### src/rtl/frls_pkg.sv
// ----------------------------------------------------------------------------
// frls_pkg: shared types and constants of the flash record log scanner
// Record layout constants, result codes, the scan handoff structs and the
// word-wide reflected CRC-32 update.
// ----------------------------------------------------------------------------
package frls_pkg;

  localparam int unsigned PAGE_WORDS = 256;
  localparam int unsigned COUNT_W    = $clog2(PAGE_WORDS + 1);

  localparam logic [31:0] REC_MAGIC   = 32'h3157_4656;
  localparam logic [15:0] REC_VERSION = 16'd1;
  localparam logic [15:0] REC_LENGTH  = 16'd12;
  localparam logic [31:0] CRC_POLY    = 32'hEDB8_8320;
  localparam logic [31:0] ALL_ONES    = 32'hFFFF_FFFF;

  typedef enum logic [1:0] {
    STATUS_NONE   = 2'd0,
    STATUS_RECORD = 2'd1,
    STATUS_LEGACY = 2'd2
  } status_t;

  // One page word handed to the scan core
  typedef struct packed {
    logic [31:0] word;
    logic        last;
  } scan_in_t;

  // Result of a page, formed on its last word
  typedef struct packed {
    status_t            status;
    logic [31:0]        scale_bits;
    logic signed [31:0] zero_offset;
    logic [31:0]        target_bits;
    logic [31:0]        sequence_res;
  } scan_result_t;

  // Reflected CRC-32 over four little-endian bytes of w, byte 0 first.
  // Linear in both arguments, so it flattens into an XOR network.
  function automatic logic [31:0] crc32_word(input logic [31:0] crc,
                                             input logic [31:0] w);
    logic [31:0] c;
    c = crc ^ w;
    for (int i = 0; i < 32; i++) begin
      c = c[0] ? ((c >> 1) ^ CRC_POLY) : (c >> 1);
    end
    return c;
  endfunction

endpackage

### src/rtl/frls_if.sv
// ----------------------------------------------------------------------------
// frls_if: valid/ready channels of the flash record log scanner
// page_if carries page words in, result_if carries page results out.
// ----------------------------------------------------------------------------
interface page_if;
  logic        valid;
  logic        ready;
  logic [31:0] page_word;
  logic        page_end;

  modport source (output valid, output page_word, output page_end, input ready);
  modport sink   (input valid, input page_word, input page_end, output ready);
endinterface

interface result_if;
  logic               valid;
  logic               ready;
  logic [1:0]         status;
  logic [31:0]        scale_bits;
  logic signed [31:0] zero_offset;
  logic [31:0]        target_bits;
  logic [31:0]        sequence_res;

  modport source (output valid, output status, output scale_bits, output zero_offset,
                  output target_bits, output sequence_res, input ready);
  modport sink   (input valid, input status, input scale_bits, input zero_offset,
                  input target_bits, input sequence_res, output ready);
endinterface

### src/rtl/frls_scan_core.sv
// ----------------------------------------------------------------------------
// frls_scan_core: record parser and newest-record tracker
// Walks the seven-word records of a page one word per step, checks header
// and CRC, keeps the newest valid record and forms the page result.
// ----------------------------------------------------------------------------
module frls_scan_core import frls_pkg::*; (
  input  logic         clk,
  input  logic         rst,
  input  logic         step,
  input  scan_in_t     scan_in,
  input  logic [7:0]   legacy_marker,
  output scan_result_t result
);

  logic [2:0]         word_position, word_position_next;
  logic               scan_stopped, scan_stopped_next;
  logic [31:0]        running_crc, running_crc_next;
  logic               header_ok, header_ok_next;
  logic [31:0]        current_sequence, current_sequence_next;
  logic [31:0]        stored_crc, stored_crc_next;
  logic [31:0]        current_payload [3];
  logic [31:0]        current_payload_next [3];
  logic               found_any, found_any_next;
  logic [31:0]        best_sequence, best_sequence_next;
  logic [31:0]        best_payload [3];
  logic [31:0]        best_payload_next [3];
  logic [31:0]        first_page_words [4];
  logic [COUNT_W-1:0] word_count, word_count_next;

  logic        in_page;
  logic        scan_active;
  logic [31:0] crc_upd;
  logic [31:0] legacy_word [4];

  assign in_page     = word_count < COUNT_W'(PAGE_WORDS);
  assign scan_active = in_page && !scan_stopped;
  assign crc_upd     = crc32_word(running_crc, scan_in.word);

  always_comb begin
    word_position_next    = word_position;
    scan_stopped_next     = scan_stopped;
    running_crc_next      = running_crc;
    header_ok_next        = header_ok;
    current_sequence_next = current_sequence;
    stored_crc_next       = stored_crc;
    current_payload_next  = current_payload;
    found_any_next        = found_any;
    best_sequence_next    = best_sequence;
    best_payload_next     = best_payload;
    word_count_next       = in_page ? word_count + COUNT_W'(1) : word_count;

    if (scan_active) begin
      unique case (word_position)
        3'd0: begin
          if (scan_in.word != REC_MAGIC) begin
            scan_stopped_next = 1'b1;
          end else begin
            running_crc_next   = ALL_ONES;
            word_position_next = 3'd1;
          end
        end
        3'd1: begin
          header_ok_next     = (scan_in.word[15:0] == REC_VERSION) &&
                               (scan_in.word[31:16] == REC_LENGTH);
          running_crc_next   = crc_upd;
          word_position_next = 3'd2;
        end
        3'd2: begin
          current_sequence_next = scan_in.word;
          running_crc_next      = crc_upd;
          word_position_next    = 3'd3;
        end
        3'd3: begin
          stored_crc_next    = scan_in.word;
          word_position_next = 3'd4;
        end
        3'd4: begin
          current_payload_next[0] = scan_in.word;
          running_crc_next        = crc_upd;
          word_position_next      = 3'd5;
        end
        3'd5: begin
          current_payload_next[1] = scan_in.word;
          running_crc_next        = crc_upd;
          word_position_next      = 3'd6;
        end
        default: begin
          current_payload_next[2] = scan_in.word;
          running_crc_next        = crc_upd;
          word_position_next      = 3'd0;
          // keep the record on a good header and CRC; ties keep the earlier one
          if (header_ok && (~crc_upd == stored_crc) &&
              (!found_any || (current_sequence > best_sequence))) begin
            found_any_next       = 1'b1;
            best_sequence_next   = current_sequence;
            best_payload_next[0] = current_payload[0];
            best_payload_next[1] = current_payload[1];
            best_payload_next[2] = scan_in.word;
          end
        end
      endcase
    end
  end

  // Old-layout words as seen after this word; words the page never held read as 0
  always_comb begin
    for (int i = 0; i < 4; i++) begin
      if (word_count_next > COUNT_W'(i)) begin
        legacy_word[i] = (in_page && (word_count == COUNT_W'(i))) ?
                         scan_in.word : first_page_words[i];
      end else begin
        legacy_word[i] = '0;
      end
    end
  end

  always_comb begin
    result = '0;
    if (found_any_next) begin
      result.status       = STATUS_RECORD;
      result.scale_bits   = best_payload_next[0];
      result.zero_offset  = best_payload_next[1];
      result.target_bits  = best_payload_next[2];
      result.sequence_res = best_sequence_next;
    end else if (legacy_word[3][7:0] == legacy_marker) begin
      result.status      = STATUS_LEGACY;
      result.scale_bits  = legacy_word[0];
      result.zero_offset = legacy_word[1];
      result.target_bits = legacy_word[2];
    end
  end

  // Control state: restart the scan after the last word of each page
  always_ff @(posedge clk) begin
    if (rst) begin
      word_position    <= '0;
      scan_stopped     <= 1'b0;
      running_crc      <= ALL_ONES;
      header_ok        <= 1'b0;
      current_sequence <= '0;
      stored_crc       <= '0;
      found_any        <= 1'b0;
      best_sequence    <= '0;
      word_count       <= '0;
    end else if (step) begin
      if (scan_in.last) begin
        word_position    <= '0;
        scan_stopped     <= 1'b0;
        running_crc      <= ALL_ONES;
        header_ok        <= 1'b0;
        current_sequence <= '0;
        stored_crc       <= '0;
        found_any        <= 1'b0;
        best_sequence    <= '0;
        word_count       <= '0;
      end else begin
        word_position    <= word_position_next;
        scan_stopped     <= scan_stopped_next;
        running_crc      <= running_crc_next;
        header_ok        <= header_ok_next;
        current_sequence <= current_sequence_next;
        stored_crc       <= stored_crc_next;
        found_any        <= found_any_next;
        best_sequence    <= best_sequence_next;
        word_count       <= word_count_next;
      end
    end
  end

  // Payload holding registers
  always_ff @(posedge clk) begin
    if (step) begin
      current_payload <= current_payload_next;
      best_payload    <= best_payload_next;
      if (in_page && (word_count < COUNT_W'(4))) begin
        first_page_words[word_count[1:0]] <= scan_in.word;
      end
    end
  end

  a_position_range: assert property (@(posedge clk) disable iff (rst)
    word_position <= 3'd6)
    else $error("record word position out of range");

  a_page_restart: assert property (@(posedge clk) disable iff (rst)
    step && scan_in.last |=> (word_count == '0) && !found_any && !scan_stopped)
    else $error("scan state not cleared after page end");

  a_stopped_at_start: assert property (@(posedge clk) disable iff (rst)
    scan_stopped |-> (word_position == 3'd0))
    else $error("scan stopped in the middle of a record");

  a_count_limit: assert property (@(posedge clk) disable iff (rst)
    word_count <= COUNT_W'(PAGE_WORDS))
    else $error("word counter past page size");

endmodule

### src/rtl/frls_out_reg.sv
// ----------------------------------------------------------------------------
// frls_out_reg: result holding register
// Holds one page result until the sink takes it.
// ----------------------------------------------------------------------------
module frls_out_reg import frls_pkg::*; (
  input  logic         clk,
  input  logic         rst,
  input  logic         load,
  input  scan_result_t load_data,
  output logic         free,
  result_if.source     result
);

  logic         valid;
  scan_result_t data;

  assign free = !valid || result.ready;

  always_ff @(posedge clk) begin
    if (rst) begin
      valid <= 1'b0;
    end else if (load) begin
      valid <= 1'b1;
    end else if (result.ready) begin
      valid <= 1'b0;
    end
  end

  always_ff @(posedge clk) begin
    if (load) begin
      data <= load_data;
    end
  end

  assign result.valid        = valid;
  assign result.status       = data.status;
  assign result.scale_bits   = data.scale_bits;
  assign result.zero_offset  = data.zero_offset;
  assign result.target_bits  = data.target_bits;
  assign result.sequence_res = data.sequence_res;

  a_load_when_free: assert property (@(posedge clk) disable iff (rst)
    load |-> free)
    else $error("result overwritten before it was taken");

  a_hold_stalled: assert property (@(posedge clk) disable iff (rst)
    valid && !result.ready && !load |=> valid && $stable(data))
    else $error("stalled result lost");

  a_drain: assert property (@(posedge clk) disable iff (rst)
    valid && result.ready && !load |=> !valid)
    else $error("taken result shown twice");

endmodule

### src/rtl/flash_record_log_scanner.sv
// ----------------------------------------------------------------------------
// flash_record_log_scanner: newest-record finder for one flash page
// Path: page_end word -> input register -> scan logic -> output register.
// Throughput: 1 page word per cycle, but a page_end word waits while the
//   result register is full; the word-wide CRC-32 XOR network and the
//   record compare sit in the one stage between the two registers.
// Reset (rst, synchronous): empties both registers, restarts the scan, and
//   sets legacy_marker to 0. No clearing pass is needed.
// ----------------------------------------------------------------------------
module flash_record_log_scanner import frls_pkg::*; (
  input  logic       clk,
  input  logic       rst,
  input  logic       cfg_we,
  input  logic [7:0] cfg_wdata,
  page_if.sink       page,
  result_if.source   result
);

  // Marker byte that validates the old unversioned layout
  logic [7:0] legacy_marker;

  // Input register stage
  logic     s1_valid;
  scan_in_t s1_data;
  logic     s1_advance;

  logic         out_free;
  scan_result_t scan_result;

  always_ff @(posedge clk) begin
    if (rst) begin
      legacy_marker <= '0;
    end else if (cfg_we) begin
      legacy_marker <= cfg_wdata;
    end
  end

  // A word without page_end never waits; the last word waits only for a
  // free result register, which frees up in the same cycle it is taken.
  assign s1_advance = s1_valid && (!s1_data.last || out_free);
  assign page.ready = !s1_valid || s1_advance;

  always_ff @(posedge clk) begin
    if (rst) begin
      s1_valid <= 1'b0;
    end else if (page.ready) begin
      s1_valid <= page.valid;
    end
  end

  // Capture the word on acceptance; hold it while stalled
  always_ff @(posedge clk) begin
    if (page.valid && page.ready) begin
      s1_data.word <= page.page_word;
      s1_data.last <= page.page_end;
    end
  end

  frls_scan_core u_scan (
    .clk           (clk),
    .rst           (rst),
    .step          (s1_advance),
    .scan_in       (s1_data),
    .legacy_marker (legacy_marker),
    .result        (scan_result)
  );

  // Load a result only on the last word of a page
  frls_out_reg u_out (
    .clk       (clk),
    .rst       (rst),
    .load      (s1_advance && s1_data.last),
    .load_data (scan_result),
    .free      (out_free),
    .result    (result)
  );

  a_stall_holds_word: assert property (@(posedge clk) disable iff (rst)
    s1_valid && !s1_advance |=> s1_valid && $stable(s1_data))
    else $error("held page word changed or dropped");

  a_only_last_stalls: assert property (@(posedge clk) disable iff (rst)
    s1_valid && !s1_advance |-> s1_data.last && !out_free)
    else $error("input stage stalled without cause");

  a_result_on_last: assert property (@(posedge clk) disable iff (rst)
    s1_advance && s1_data.last |=> result.valid)
    else $error("page end gave no result");

endmodule
### src/flat_wrapper.sv
// flat-port wrapper written by rule: the top's interface ports become plain ports
module flash_record_log_scanner_flat import frls_pkg::*;
  (clk, rst, cfg_we, cfg_wdata, page_valid, page_page_word, page_page_end, page_ready, result_valid, result_status, result_scale_bits, result_zero_offset, result_target_bits, result_sequence_res, result_ready);
  page_if page_i ();
  result_if result_i ();
  input  logic clk;
  input  logic rst;
  input  logic cfg_we;
  input  logic [7:0] cfg_wdata;
  input wire logic [$bits(page_i.valid)-1:0] page_valid;
  input wire logic [$bits(page_i.page_word)-1:0] page_page_word;
  input wire logic [$bits(page_i.page_end)-1:0] page_page_end;
  output wire logic [$bits(page_i.ready)-1:0] page_ready;
  output wire logic [$bits(result_i.valid)-1:0] result_valid;
  output wire logic [$bits(result_i.status)-1:0] result_status;
  output wire logic [$bits(result_i.scale_bits)-1:0] result_scale_bits;
  output wire logic [$bits(result_i.zero_offset)-1:0] result_zero_offset;
  output wire logic [$bits(result_i.target_bits)-1:0] result_target_bits;
  output wire logic [$bits(result_i.sequence_res)-1:0] result_sequence_res;
  input wire logic [$bits(result_i.ready)-1:0] result_ready;
  assign page_i.valid = page_valid;
  assign page_i.page_word = page_page_word;
  assign page_i.page_end = page_page_end;
  assign page_ready = page_i.ready;
  assign result_valid = result_i.valid;
  assign result_status = result_i.status;
  assign result_scale_bits = result_i.scale_bits;
  assign result_zero_offset = result_i.zero_offset;
  assign result_target_bits = result_i.target_bits;
  assign result_sequence_res = result_i.sequence_res;
  assign result_i.ready = result_ready;
  flash_record_log_scanner u_core (.clk(clk), .rst(rst), .cfg_we(cfg_we), .cfg_wdata(cfg_wdata), .page(page_i), .result(result_i));
endmodule
### config.mk
export PLATFORM = sky130hd
export DESIGN_NAME = flash_record_log_scanner_flat
export DESIGN_NICKNAME = d
export VERILOG_FILES = /design/src/rtl/frls_pkg.sv /design/src/rtl/frls_if.sv /design/src/rtl/frls_scan_core.sv /design/src/rtl/frls_out_reg.sv /design/src/rtl/flash_record_log_scanner.sv /design/src/flat_wrapper.sv
export SDC_FILE = /design/constraint.sdc
export NUM_CORES = 1
export LEC_CHECK = 0
export ABC_AREA = 0
export BUFFER_PORTS_ARGS = -buffer_cell sky130_fd_sc_hd__buf_2
export CAP_MARGIN = 20
export CORE_ASPECT_RATIO = 0.5
export CORE_MARGIN = 2
export CORE_UTILIZATION = 30
export CTS_BUF_LIST = sky130_fd_sc_hd__clkbuf_2
export CTS_CLUSTER_DIAMETER = 200
export DETAILED_ROUTE_END_ITERATION = 6
export GPL_ROUTABILITY_DRIVEN = 0
export GPL_TIMING_DRIVEN = 0
export PLACE_DENSITY = 0.55
export SKIP_CTS_REPAIR_TIMING = 1
export SLEW_MARGIN = 20
export SYNTH_ARGS = -nofsm -noshare
export SYNTH_HDL_FRONTEND = slang
export SYNTH_SLANG_ARGS = --single-unit
### constraint.sdc
create_clock -name clk -period 8.2 [get_ports clk]
set_input_delay 1.64 -clock clk [delete_from_list [all_inputs] [get_ports clk]]
set_output_delay 1.64 -clock clk [all_outputs]
set_load 0.01 [all_outputs]
Yosys cells after proc, flatten, opt, wreduce, memory -nomap -nowiden
Memories as Yosys holds them, arrays and structs flattened. Index checks and enable logic that the tools add are counted.

Reduce and logical (&&, ||, !) cells: 39. Muxes and demuxes: 81. Add/subtract/negate cells: 1. Shift-type cells: 0. Bitwise operators: 34. Magnitude comparators: 7. Equal/unequal tests: 15. Divide/modulo/power cells: 0. $mul: 0.

Operators with widths (count): 32-bit 2-to-1 mux (51); 13-bit NOT with 14-bit output (32); 96-bit 2-to-1 mux (4); 98-bit 2-to-1 mux (1); 32-bit one-hot mux with 2 select lines (1); 32-bit == test (1); 32-bit greater-than comparator (1); 32-bit by 30-bit != test with 1-bit output, second input constant (1); 32-bit NOT (1); 32-bit XOR (1); 9-bit by 2-bit == test with 1-bit output, second input constant (2); 9-bit by 1-bit greater-than comparator with 1-bit output, second input constant (2); 9-bit by 2-bit greater-than comparator with 1-bit output, second input constant (2); 9-bit 2-to-1 mux (2); 3-bit one-hot mux with 6 select lines (1); 3-bit AND reduction (6); 16-bit by 1-bit == test with 1-bit output, second input constant (1); 16-bit by 4-bit == test with 1-bit output, second input constant (1); 1-bit 2-to-1 mux (16); 8-bit 2-to-1 mux (2); 2-bit nonzero test (7); 1-bit logical AND (12); 9-bit by 1-bit adder with 9-bit output, second input constant (1); 9-bit by 1-bit == test with 1-bit output, second input constant (1); other kinds (15) (27).

Output and inout port bits: 132. Bits of input ports: 46. Memory bits (read-only): 0. Memories: 1. Word-level logic and storage cells: 202. Bits in latches: 0. Memory bits (writable): 128. Register bits after elaboration: 476.

Memories: u_core.u_scan.first_page_words (depth 4, bits a word 32, read ports 4, clocked after Yosys merged registers in 0, wr ports 1, line frls_scan_core.sv:27) `logic [31:0] first_page_words [4];`.

Depth between registers and ports, before layout
Depth after elaboration: 73. Depth in mapped cells: 18. Gate-level depth less buffers: 15.

Hierarchy
From an unflattened synthesis, not the netlist that was laid out.

Cell total of the unflattened synthesis: 2250. Area total of the unflattened synthesis: 29494.5 µm².

Modules (own cells, without submodules): frls_scan_core (times used 1, cells each 2049, area each 24194.5 µm², sequential area each 10790.3 µm²); frls_out_reg (times used 1, cells each 134, area each 3950.0 µm², sequential area each 3923.8 µm²); flash_record_log_scanner (times used 1, cells each 67, area each 1350.0 µm², sequential area each 1171.1 µm²).

Worst setup path after synthesis
OpenSTA, ideal clock, no wires.

Path type: input -> register. Start point: input port result_ready. End point: register u_core.u_scan.current_payload[64] (netlist bit), enable pin. Arrival time: 6.827 ns. Cell stages on the path: 6. Path buffers: 0. Library setup time: 0.502 ns. Setup slack: 0.870 ns. Required time: 7.698 ns. Path through: nor2b_1 -> nand2_1 -> nand2_1 -> clkinv_1 -> nand2_1 -> nor4_1.

Cells in the longest elaborated chain, start to end: 4.

Ends and longest elaborated chain: start: declaration (line flat_wrapper.sv:20) `input wire logic [$bits(result_i.ready)-1:0] result_ready;`; 1-bit logical OR (line frls_out_reg.sv:17) `assign free = !valid || result.ready;`; 1-bit logical OR (line flash_record_log_scanner.sv:40) `assign s1_advance = s1_valid && (!s1_data.last || out_free);`; 1-bit logical AND (line flash_record_log_scanner.sv:40); net u_core.s1_advance (line flash_record_log_scanner.sv:25) `logic s1_advance;`; 3-bit AND reduction (no line); end signal: assignment (line frls_scan_core.sv:173) `current_payload <= current_payload_next;`; end: declaration (line frls_scan_core.sv:21) `logic [31:0] current_payload [3];`.

The timed path passes the listed nets, and every way through them passes these cells. A chain may end at the register's enable or synchronous reset.

==> impl_results.md <==
- Status: finished, violations left
- Failing checks: DRC
- Core box area: between 90000 and 100000 um2
- Initial antenna violation count: 6
- Total Routing Usage GR: 0.177
- Sequential cell fraction of total power: 0.293
- RSZ-0062 raised after global routing: false
- Worst EP arrival: 8.68 ns
- Leakage power: 13.1 nW
- Vias per cell: roughly 4.9
- Die width: ~440 um
- Worst Hold Class: input pin to register
- Setup violations, final: 0
- Share of layout cells above drive strength 1: 0.169
- Register area share after synthesis: 0.557
- Final net count: 2839
- Minimum clock period: 7.62 ns
- FMAX: 131 MHz
- Commonest non-fill, non-tap cell in the layout: edfxtp_1
- Period utilization: 0.930
- Post-synth EDFFs: about 430
- Clock power frac: 0.177
- Worst-margin pin slew: 1.08 ns
- Internal power: 6.70 mW
- Worst setup SP type: register
- Synthesized area per cell: 11.8 um2
- Final slew viol count: 0
- Routed length per placed instance: 21.2 um
- Top sig layer: met4
- Cell count after placement: 3866
- Combinational Power Share: 0.530
- Max incr delay on CP: 0.74 ns
- Sw power: 4.39 mW
- Fin. Hold Viols: 0
- Ys flop type: edfxtp_1
- Clock latency on the worst-skew pair: 1.39 ns
- Worst path slowest cell: xnor2_1
- Crit end category: register
- Met3 wire length: 5190 um
- Maximum VDD drop: 0.000354 V
- Largest net degree at the start of global routing: 58
- Initial Util: 0.305
- Data required, critical path: 9.26 ns
- Initial DRT Pass Iterations: 7
- Final ANT Viol Nets: 0
- Remaining Overflow, GRT: 0
- Finished Layout Cells: slightly above 4000
- WL final: 87700 um
- Net switching fraction of the power: 0.396
- Max Root-Sink Buffers: 3
- P&R area growth vs syn: 14.3%
- Synth async-reset ratio: 0
- WL met1: 37400 um
- Critical path cell sequence: clkbuf_1, xnor2_1, xnor2_1, xnor2_1, xor2_1, xor2_1, xnor3_1, xnor3_1, nor4b_1, o21ai_0, nor4_4, a211oi_2, a21boi_1, clkbuf_1, o21ai_1
- TritonCTS clock tree: yes
- Synth top area share: 0.450
- Maxcap violations: 0
- First-pass GRT wire length: 128000 um
- Seq cells post-synth: 580
- Cts bufs inserted: 144
- Post-route DRC: 1
- Chip height: 222 um
- Htree depth: 4
- Clk_skew: 0.150 ns
- Cells after Synth: between 2000 and 2500
- Power Density: ~340 nW/um2
- Cell Area, Synth: 28500 um2
- Final Total Pwr: 11.1 mW
- DRT iter0 DRCs: 2145
- Syn nets: 2503
- Commonest cells after routing, fill and taps aside: 427 x edfxtp_1, 223 x nor2_1, 219 x clkbuf_2
- Detail Route met2 WL: 42600 um
- CTS sink cnt: 580
- Finished Core Util: 0.348
- # rows: ~80
- Synth area leader: edfxtp_1
- CTS root buf: clkbuf_2
- Yosys cell types: 63
- Area contributors post-synth: edfxtp_1 45%, dfxtp_1 11%, xnor3_1 5.6%
- Slew Limit Headroom: 0.274
- Boundary pin count: between 150 and 200
- Die area: 97600 um2
- DPL Wire Length: between 60000 and 70000 um
- Clock transition at path regs: 0.10 ns
- Yosys warns: 0
- Worst setup path class: register to register
- Vias in the first global route: 20000
- Via count: ~20000
- Buffers on Ports: between 150 and 200
- Max Fanout on Critical Path: 10
- Worst path most repeated cell: xnor2_1
-- flip-flops by register name (all words and copies together) (netlist names) --
name / cells
u_core.u_out.result.scale_bits: 32
u_core.u_scan.best_sequence: 32
u_core.legacy_marker: 8
u_core.s1_data: 33
u_core.u_scan.current_payload: 64
u_core.u_scan.running_crc: 32
u_core.u_out.result.valid: 1
u_core.u_out.result.zero_offset: 32
u_core.u_scan.word_count: 9
u_core.u_scan.first_page_words: 104
u_core.u_out.result.sequence_res: 32
u_core.u_scan.current_sequence: 32
u_core.u_scan.word_position: 3
u_core.u_scan.best_payload: 96
u_core.s1_valid: 1
u_core.u_scan.found_any: 1
u_core.u_out.result.target_bits: 32
u_core.u_scan.header_ok: 1
u_core.u_scan.scan_stopped: 1
u_core.u_out.result.status: 2
u_core.u_scan.stored_crc: 32
-- worst max-delay path: cells and delay by family, from the launching register on --
kind | cells | cell delay [ns]
xor+xnor | 7 | 3.45
simple gates | 2 | 0.99
flops | 1 | 0.56
buf+inv | 2 | 0.81
compound gates | 4 | 1.45
-- final cells by class --
cell class / instances / area, um2
clock buffers: 219 / 1100
diodes: 6 / 15.0
repair buffers: 190 / 1120
well taps: 1255 / 1570
clock inverters: 40 / 205
fillers: 9468 / 60900
multi-input cells: 1567 / 11600
plain buffers: 133 / 528
inverters: 141 / 534
flip-flops and latches: 580 / 15900
-- cells in the mapped netlist, types with 3 or more instances --
cell type  instances
edfxtp_1         427
nor2_1           226
nand2_1          184
dfxtp_1          153
xnor2_1          141
inv_1            140
clkbuf_1         110
o21ai_0           95
a21o_1            80
xnor3_1           71
xor2_1            66
a211o_1           64
a21oi_1           64
and2_1            60
o21ai_1           52
nor3_1            45
mux2i_1           41
a22oi_1           37
nand3_1           37
ha_1              36
o211ai_1          33
a32oi_1           32
nand2b_1          30
o22ai_1           29
buf_2             17
nand4_1           16
xnor2_2           14
xor3_1            14
nor4_1            12
a31oi_1           10
and3_1             8
and2_0             7
o21a_1             6
a211oi_1           5
buf_1              5
nor2b_1            5
xnor3_2            4
o2111ai_1          3
o2bb2ai_1          3
or2_2              3
or3_1              3
or4_1              3
xor2_2             3
-- kinds of logic after synthesis --
logic type / after synthesis / synth area share
AND/OR/NAND/NOR: 650 / 0.105
flip-flops: 580 / 0.557
AO/OA/AOI/OAI: 523 / 0.123
XOR/XNOR: 316 / 0.147
buffers and inverters: 274 / 0.0370
multiplexers: 42 / 0.0148
adder cells (fa/ha/maj): 36 / 0.0158
-- power by group through the flow --
stage               sequential, mW  clock, mW  combinational (mW)
floorplan                     3.29          0                4.39
global placement              3.33          0                5.77
detailed placement            3.32          0                5.83
CTS                           3.25       2.03                5.87
global route                  3.25       2.18                6.19
finish                        3.25       1.96                5.88
-- final timing paths --
kind / start / endpoint / slack (ns) / cells past startpoint
hold / removal: page_page_word[6] / u_core.s1_data[7] / 0.43 / 1
setup / recovery: u_core.s1_data[7] / u_core.u_out.result.target_bits[19] / 0.58 / 15
hold reg to reg: u_core.u_scan.running_crc[22] / u_core.u_scan.running_crc[22] / 0.51 / 2
setup reg to reg: u_core.s1_data[7] / u_core.u_out.result.target_bits[19] / 0.58 / 15
-- per-layer routing --
metal,GRT usage,vias to the layer above
li1,-,9454
met1,0.229,9980
met2,0.293,733
met3,0.0319,138
met4,0.0669,0
met5,0,-
-- through the flow --
| step | area, um2 | TNS [ns] | hold slack, ns | worst slack [ns] |
|---|---|---|---|---|
| 5_1_grt | 32600 | 0 | 0.310 | 0.192 |
| 3_5_place_dp | 31300 | 0 | 0.481 | 0.777 |
| 3_3_place_gp | 30900 | -257.49 | 0.475 | -3.77 |
| 4_1_cts | 32600 | 0 | 0.234 | 0.721 |
| 6_report | 32600 | 0 | 0.430 | 0.575 |
| 2_1_floorplan | 28500 | 0 | 0.455 | 0.870 |
No activity file was read; power rests on OpenSTA's default activity.
